**src/design/acc_pkg.sv**
```systemverilog
package acc_pkg;

  localparam int unsigned PollSources = 3;
  localparam logic [15:0] CheckIntervalReset = 16'd1000;

  typedef enum logic [2:0] {
    ST_IDLE   = 3'd0,
    ST_NIGHT  = 3'd1,
    ST_MANUAL = 3'd2,
    ST_LOW    = 3'd3,
    ST_DRAW   = 3'd4,
    ST_FEED   = 3'd5
  } state_e;

  typedef enum logic [3:0] {
    EV_NONE   = 4'd0,
    EV_FED    = 4'd1,
    EV_DIRTY  = 4'd2,
    EV_FILLED = 4'd3,
    EV_TIME   = 4'd4,
    EV_MIN    = 4'd5,
    EV_HUNGRY = 4'd6,
    EV_DRAW   = 4'd7,
    EV_FEED   = 4'd8,
    EV_LIGHTS = 4'd9
  } event_e;

  typedef enum logic [3:0] {
    A_NONE, A_DRAW_ON, A_DRAW_OFF, A_DAY, A_NIGHT, A_FEED_ON, A_FEED_OFF,
    A_TANK_OK, A_TANK_LOW, A_LIGHT_ON, A_LIGHT_OFF, A_LIGHT_TOGGLE
  } act_e;

  localparam logic [1:0] SLOT_WATER = 2'd0;
  localparam logic [1:0] SLOT_TIME  = 2'd1;
  localparam logic [1:0] SLOT_CMD   = 2'd2;

  typedef struct packed {
    logic [31:0] now_ms;
    logic        water_low;
    logic        water_high;
    logic        night;
    logic        cmd_valid;
    logic [3:0]  cmd_event;
  } in_item_t;

  typedef struct packed {
    logic [2:0] fsm_state;
    logic       state_reported;
    logic       pump_drive;
    logic       feeder_drive;
    logic       lights_drive;
    logic       cmd_taken;
    logic [3:0] event_applied;
  } out_item_t;

  typedef struct packed {
    logic [2:0]  mode;
    logic        idle_manual;
    logic        lights_flag;
    logic [31:0] last_poll;
    logic [1:0]  poll_slot;
    logic        pump;
    logic        feeder;
    logic        lamp;
  } ctl_state_t;

  function automatic act_e act_lookup(logic [2:0] mode, logic [3:0] ev);
    act_e a;
    a = A_NONE;
    case (ev)
      EV_FED: begin
        if (mode == ST_FEED) a = A_FEED_OFF;
      end
      EV_DIRTY: begin
        if (mode == ST_IDLE || mode == ST_MANUAL) a = A_DRAW_ON;
      end
      EV_FILLED: begin
        if (mode == ST_LOW) a = A_TANK_OK;
      end
      EV_TIME: begin
        if (mode == ST_IDLE || mode == ST_MANUAL) a = A_NIGHT;
        else if (mode == ST_NIGHT) a = A_DAY;
      end
      EV_MIN: begin
        if (mode == ST_DRAW) a = A_DRAW_OFF;
        else if (mode <= ST_FEED) a = A_TANK_LOW;
      end
      EV_HUNGRY: begin
        if (mode == ST_IDLE || mode == ST_MANUAL) a = A_FEED_ON;
      end
      EV_DRAW: begin
        if (mode <= ST_FEED) a = A_DRAW_ON;
      end
      EV_FEED: begin
        if (mode <= ST_FEED) a = A_FEED_ON;
      end
      EV_LIGHTS: begin
        if (mode == ST_IDLE) a = A_LIGHT_ON;
        else if (mode == ST_NIGHT || mode == ST_MANUAL) a = A_LIGHT_OFF;
        else if (mode <= ST_FEED) a = A_LIGHT_TOGGLE;
      end
      default: a = A_NONE;
    endcase
    return a;
  endfunction

endpackage

```
**src/design/aquarium_care_controller_fsm.sv**
```systemverilog
// Aquarium care controller: one control-loop pass per input transfer.
// Input channel: in_valid_i / in_stall_o carry one in_item_t (timestamp,
// water and night sensors, optional remote command). Output channel:
// out_valid_o / out_stall_i carry one out_item_t per pass (state, drives,
// command consumed, event applied).
// Configuration: cfg_we_i writes cfg_wdata_i into the poll interval; write
// only while no pass is in flight.
// The result of a pass is registered, in the skid register under a stall.
// Throughput: one pass per cycle unless stalled; the next-state logic reads
// the state registers directly, so a pass can follow in the very next cycle.
// Reset: idle state, lights, pump and feeder off, poll turn on water, last
// poll time zero, interval 1000 ms; both channels empty.
// Stall: a result held by the receiver sits in the output register; one
// more pass is accepted into a skid register, after which in_stall_o rises
// until the output drains.
module aquarium_care_controller_fsm
  import acc_pkg::*;
(
  input  logic        clk_i,
  input  logic        rst_ni,
  input  logic        cfg_we_i,
  input  logic [15:0] cfg_wdata_i,
  input  logic        in_valid_i,
  output logic        in_stall_o,
  input  in_item_t    in_data_i,
  output logic        out_valid_o,
  input  logic        out_stall_i,
  output out_item_t   out_data_o
);

  ctl_state_t  st_q, st_d;
  logic [15:0] interval_q;
  out_item_t   res;
  out_item_t   out_q, skid_q;
  logic        out_valid_q, skid_valid_q;
  logic        in_fire, out_free;

  acc_step u_step (
    .st_i       (st_q),
    .interval_i (interval_q),
    .item_i     (in_data_i),
    .st_o       (st_d),
    .res_o      (res)
  );

  assign in_stall_o  = skid_valid_q;
  assign in_fire     = in_valid_i && !skid_valid_q;
  assign out_free    = !out_valid_q || !out_stall_i;
  assign out_valid_o = out_valid_q;
  assign out_data_o  = out_q;

  always_ff @(posedge clk_i or negedge rst_ni) begin
    if (!rst_ni) begin
      st_q         <= '0;
      interval_q   <= CheckIntervalReset;
      out_q        <= '0;
      skid_q       <= '0;
      out_valid_q  <= 1'b0;
      skid_valid_q <= 1'b0;
    end else begin
      if (cfg_we_i) interval_q <= cfg_wdata_i;
      if (in_fire) st_q <= st_d;
      if (out_free) begin
        if (skid_valid_q) begin
          out_q        <= skid_q;
          out_valid_q  <= 1'b1;
          skid_valid_q <= 1'b0;
        end else begin
          out_q       <= res;
          out_valid_q <= in_fire;
        end
      end else if (in_fire) begin
        skid_q       <= res;
        skid_valid_q <= 1'b1;
      end
    end
  end

endmodule

```
**src/design/acc_step.sv**
```systemverilog
module acc_step
  import acc_pkg::*;
(
  input  ctl_state_t st_i,
  input  logic [15:0] interval_i,
  input  in_item_t   item_i,
  output ctl_state_t st_o,
  output out_item_t  res_o
);

  logic [31:0] elapsed;
  logic [3:0]  ev;
  logic        taken;
  logic        announced;
  logic        light_on;
  logic        light_off;
  logic [2:0]  idle_ret;
  act_e        act;

  function automatic logic [3:0] water_ev(logic [2:0] mode, logic low, logic high);
    logic [3:0] e;
    e = EV_NONE;
    if (low && mode != ST_LOW) e = EV_MIN;
    else if (high && mode == ST_LOW) e = EV_FILLED;
    return e;
  endfunction

  assign elapsed  = item_i.now_ms - st_i.last_poll;
  assign idle_ret = st_i.idle_manual ? ST_MANUAL : ST_IDLE;

  always_comb begin
    ev    = EV_NONE;
    taken = 1'b0;
    st_o  = st_i;
    if (elapsed > {16'd0, interval_i}) begin
      if (st_i.mode == ST_DRAW) begin
        ev = water_ev(st_i.mode, item_i.water_low, item_i.water_high);
      end else begin
        st_o.last_poll = item_i.now_ms;
        if (st_i.poll_slot == 2'(PollSources - 1)) st_o.poll_slot = SLOT_WATER;
        else if (st_i.poll_slot == 2'(PollSources)) st_o.poll_slot = SLOT_TIME;
        else st_o.poll_slot = st_i.poll_slot + 2'd1;
        case (st_i.poll_slot)
          SLOT_WATER: begin
            ev = water_ev(st_i.mode, item_i.water_low, item_i.water_high);
          end
          SLOT_TIME: begin
            if ((item_i.night && st_i.mode == ST_IDLE) ||
                (!item_i.night && st_i.mode == ST_NIGHT)) ev = EV_TIME;
          end
          default: begin
            if (item_i.cmd_valid) begin
              taken = 1'b1;
              ev    = (item_i.cmd_event <= EV_LIGHTS) ? item_i.cmd_event : EV_NONE;
            end
          end
        endcase
      end
    end

    act       = act_lookup(st_i.mode, ev);
    announced = 1'b0;
    light_on  = 1'b0;
    light_off = 1'b0;
    case (act)
      A_DRAW_ON: begin
        st_o.pump = 1'b1; st_o.mode = ST_DRAW; announced = 1'b1;
      end
      A_DRAW_OFF: begin
        st_o.pump = 1'b0; st_o.mode = ST_IDLE; announced = 1'b1;
      end
      A_DAY: begin
        st_o.lamp = 1'b0; st_o.mode = idle_ret; announced = 1'b1;
      end
      A_NIGHT: begin
        st_o.lamp = 1'b1; st_o.mode = ST_NIGHT; announced = 1'b1;
      end
      A_FEED_ON: begin
        st_o.feeder = 1'b1; st_o.mode = ST_FEED; announced = 1'b1;
      end
      A_FEED_OFF: begin
        st_o.feeder = 1'b0; st_o.mode = idle_ret; announced = 1'b1;
      end
      A_TANK_OK: begin
        st_o.mode = idle_ret; announced = 1'b1;
      end
      A_TANK_LOW: begin
        st_o.mode = ST_LOW; announced = 1'b1;
      end
      A_LIGHT_ON:     light_on = 1'b1;
      A_LIGHT_OFF:    light_off = 1'b1;
      A_LIGHT_TOGGLE: begin
        if (st_i.lights_flag) light_off = 1'b1;
        else light_on = 1'b1;
      end
      default: ;
    endcase

    if (light_on) begin
      st_o.lamp        = 1'b1;
      st_o.lights_flag = 1'b1;
      st_o.idle_manual = 1'b1;
      if (st_i.mode == ST_IDLE) begin
        st_o.mode = ST_MANUAL; announced = 1'b1;
      end
    end
    if (light_off) begin
      st_o.lamp        = 1'b0;
      st_o.lights_flag = 1'b0;
      st_o.idle_manual = 1'b0;
      if (st_i.mode == ST_MANUAL) begin
        st_o.mode = ST_IDLE; announced = 1'b1;
      end
    end

    res_o.fsm_state      = st_o.mode;
    res_o.state_reported = announced;
    res_o.pump_drive     = st_o.pump;
    res_o.feeder_drive   = st_o.feeder;
    res_o.lights_drive   = st_o.lamp;
    res_o.cmd_taken      = taken;
    res_o.event_applied  = ev;
  end

endmodule

```
**config.mk**
```make
export PLATFORM = sky130hd
export DESIGN_NAME = aquarium_care_controller_fsm
export DESIGN_NICKNAME = d
export VERILOG_FILES = /design/src/design/acc_pkg.sv /design/src/design/aquarium_care_controller_fsm.sv /design/src/design/acc_step.sv
export SDC_FILE = /design/constraint.sdc
export NUM_CORES = 1
export LEC_CHECK = 0
export BUFFER_PORTS_ARGS = -buffer_cell sky130_fd_sc_hd__clkbuf_2
export CAP_MARGIN = 15
export CORE_ASPECT_RATIO = 0.7
export CORE_MARGIN = 3
export CORE_UTILIZATION = 40
export DETAILED_ROUTE_END_ITERATION = 10
export PLACE_DENSITY_LB_ADDON = 0.1
export SETUP_SLACK_MARGIN = 0.02
export SLEW_MARGIN = 20
export SYNTH_ARGS = -nofsm -noshare
export SYNTH_HDL_FRONTEND = slang
export SYNTH_HIERARCHICAL = 1
export SYNTH_SLANG_ARGS = --single-unit
export TNS_END_PERCENT = 50
```
**constraint.sdc**
```tcl
create_clock -name clk_i -period 5.8 [get_ports clk_i]
set_input_delay 0.58 -clock clk_i [delete_from_list [all_inputs] [get_ports clk_i]]
set_output_delay 0.58 -clock clk_i [all_outputs]
set_load 0.02 [all_outputs]
```
==> impl_metrics.yaml <==
outcome:
  status: "finished clean"
global_routing:
  use_met3_pct: 4.41
  grt_antenna_before_repair: 0
  grt_pass1_vias: 6158
  track_usage_pct: 20.3
  globalRoute.totalOverflow: 0
  grt_pass1_wl_um: 33100
  grtUsageMet2_pct: 27.5
  top_usage_layer: "met1"
  grt_max_degree: 46
  use_met1_pct: 32.3
synth:
  yosysMostFrequentCell: "dfrtp_1"
  yosys_warnings: 6
  ys_seq_elements: 84
  syn_area_um2: 7480
  yosysUniqueCellTypes: 80
  synth_fp_nets: 902
  ys.flop_type: "dfrtp_1"
  synth-edff-count: 0
  syn_inst: 791
  yosysSeqAreaShare_pct: 28.2
  synthArstFlopShare_pct: 100
  ys_top_cells_by_count: "dfrtp_1, inv_1, mux2_2, a21oi_1, ha_1"
  yosysTopAreaCell: "dfrtp_1"
  yosysTopAreaCellShare_pct: 26.1
  syn-mean-instance-area_um2: 9.45
  yosys-top-cells-area: "dfrtp_1, mux2_2, mux2_4, ha_1, a21oi_1"
die:
  core.rowCount: 41
  num_io_pins: 75
  coreArea_um2: 18200
  die_area_um2: 20400
  die_width_um: 169
  die_y_um: 120
  start_util_pct: 41.2
hold_path:
  hold_class: "in2async"
pwr:
  p_comb_share_pct: 57.8
  p_leak_nw: 3.82
  worst_ir_drop_vdd_mv: 0.139
  intPower_mw: 2.09
  power_frac_clock_pct: 17.4
  p_sw_share_pct: 44.4
  power.switching_mw: 1.66
  finalPower_mw: 3.75
  power_density_nw_per_um2: 458
  seq_power_share_pct: 24.8
critical_path:
  worst-r2r-setup-slack_ns: 0.61
  cp-start-kind: "register"
  path_max_fanout: 16
  crit_type: "reg2reg"
  critPathRequiredTime_ns: 6.03
  worst_ep_arrival_time_ns: 5.42
  cp-end-kind: "register"
placed_design:
  gp_congestion: 0.910
  portBuffers: 74
  dp_hpwl_um: 15700
  pre_cts_ws_ns: 0.355
clock_tree:
  postCtsHoldBufs: 0
  insertion_delay_ns: 0.35
  clock-sinks: 84
  cts_buffers: 9
  cts_max_level: 3
  post_cts_resized: 0
  clockBufferDepth: 2
  root_buffer: "clkbuf_16"
  post-cts-setup-buffer-count: 0
  tritoncts: "yes"
  path_clk_slew_ns: 0.07
sta:
  setup_tns_ns: 0
  fin_crit_ns: 5.19
  setup_violations: 0
  grt_setup_unrepaired: "no"
  drv_slew: 0
  setup_slack_ns: 0.611
  max_clock_freq_mhz: 193
  fin_crit_sh_pct: 89.5
  finalHoldViolCount: 0
  relSlewSlack_pct: 40.3
  worstMarginPinSlew_ns: 0.873
  fin_skew_ns: 0.0103
  hold_slack_ns: 0.200
detailed_routing:
  first_pass_iters: 5
  drc: 0
  routedWlPerCell_um: 18.7
  wirelength_um: 20200
  routed_via_density: 5.73
  detail-route-antenna-nets: 0
  vias: 6202
  drtIter0Drc: 517
final_layout:
  area_delta_synth_final_pct: 9.42
  drive_above_1_share_pct: 26.6
  n_antenna_cell: 0
  fin_nets: 953
  final_util_pct: 45.1
run:
  maxCapViolations: 0
[metrics by stage]
stage	instance area, µm²	std cells
floorplan	7480	791
global placement	7850	1067
detailed placement	7850	1067
CTS	8180	1083
global route	8180	1083
finish	8180	1083
[final cells by class]
class | instances | area, µm²
clock buffers | 9 | 225
clock inverters | 7 | 108
fillers | 1801 | 9980
inverters | 62 | 233
multi-input cells | 602 | 4770
flip-flops and latches | 84 | 2110
well taps | 236 | 295
repair buffers | 83 | 440
[placed cells by master, fill, tap and decap left out, drive strengths merged, types with 8 or more instances in the layout]
master,Yosys,final
nor2b,9,9
a21oi,53,53
buf,28,10
or3,9,9
o211ai,8,8
ha,49,49
inv,62,64
mux2,105,105
nor3,11,11
xor2,11,11
nand4,15,15
clkbuf,15,82
xnor2,10,10
o21a,9,9
a211oi,9,9
nor2,43,43
a21o,15,15
nand3,33,33
mux2i,16,16
nand2,47,47
dfrtp,78,78
o21ai,50,50
[path summary, 6_finish.rpt]
path / from / end / cells after the start
setup reg to reg: st_q[5]$_DFFE_PN0P_ / st_q[4]$_DFFE_PN0P_ / 21
hold reg to reg: interval_q[1]$_DFFE_PN0P_ / interval_q[1]$_DFFE_PN0P_ / 1
max in group asynchronous: rst_ni / interval_q[15]$_DFFE_PN0P_ / 2
setup / recovery: st_q[5]$_DFFE_PN0P_ / st_q[4]$_DFFE_PN0P_ / 21
hold / removal: rst_ni / skid_q[0]$_DFFE_PN0P_ / 1
min in group clk_i: cfg_wdata_i[10] / interval_q[10]$_DFFE_PN0P_ / 2
[logic make-up after synthesis]
family                     synth area share [%]
AOI/OAI and AO/OA                          17.9
xor gates and xnor gates                   2.46
adders and majority gates                  8.47
buffers and inverters                      7.98
DFF                                        28.2
muxes                                      20.2
and+or+nand+nor                            14.8
[layer usage]
layer	share of wire, %	vias to the layer above	routed length (µm)
li1	-	3010	-
met1	54	2984	10900
met2	39	191	7790
met3	6.5	17	1320
met4	0.99	0	201
met5	0	-	0
[power groups by stage]
stage               Combinational, mW  Clock (mW)  Sequential [mW]
finish                           2.17       0.653            0.931
global route                     2.40       0.703            0.963
CTS                              2.15       0.673            0.934
detailed placement               2.13           0            0.943
global placement                 2.11           0            0.935
floorplan                        1.71           0            0.911
[critical path, cell delays in order (launching register included)]
cell	delay (ns)
dfrtp_1	0.40
ha_1	0.24
fa_1	0.40
nand2b_1	0.20
a21oi_1	0.20
o21ai_0	0.13
nand2b_1	0.15
a31oi_1	0.14
o21ai_0	0.23
xor2_1	0.19
ha_1	0.28
a21oi_1	0.15
nand2_1	0.07
a21oi_1	0.14
nor4b_1	0.41
o21a_1	0.21
o2111a_1	0.18
nand4b_1	0.18
o21ai_4	0.22
buf_4	0.33
mux2_2	0.37
mux2_4	0.25
[sequential cells by signal (all words and copies together), names as in the netlist]
signal,flops
in_stall_o,1
interval_q,16
out_data_o,12
out_valid_o,1
skid_q,12
st_q,42
(Power assumes the default switching activity.)
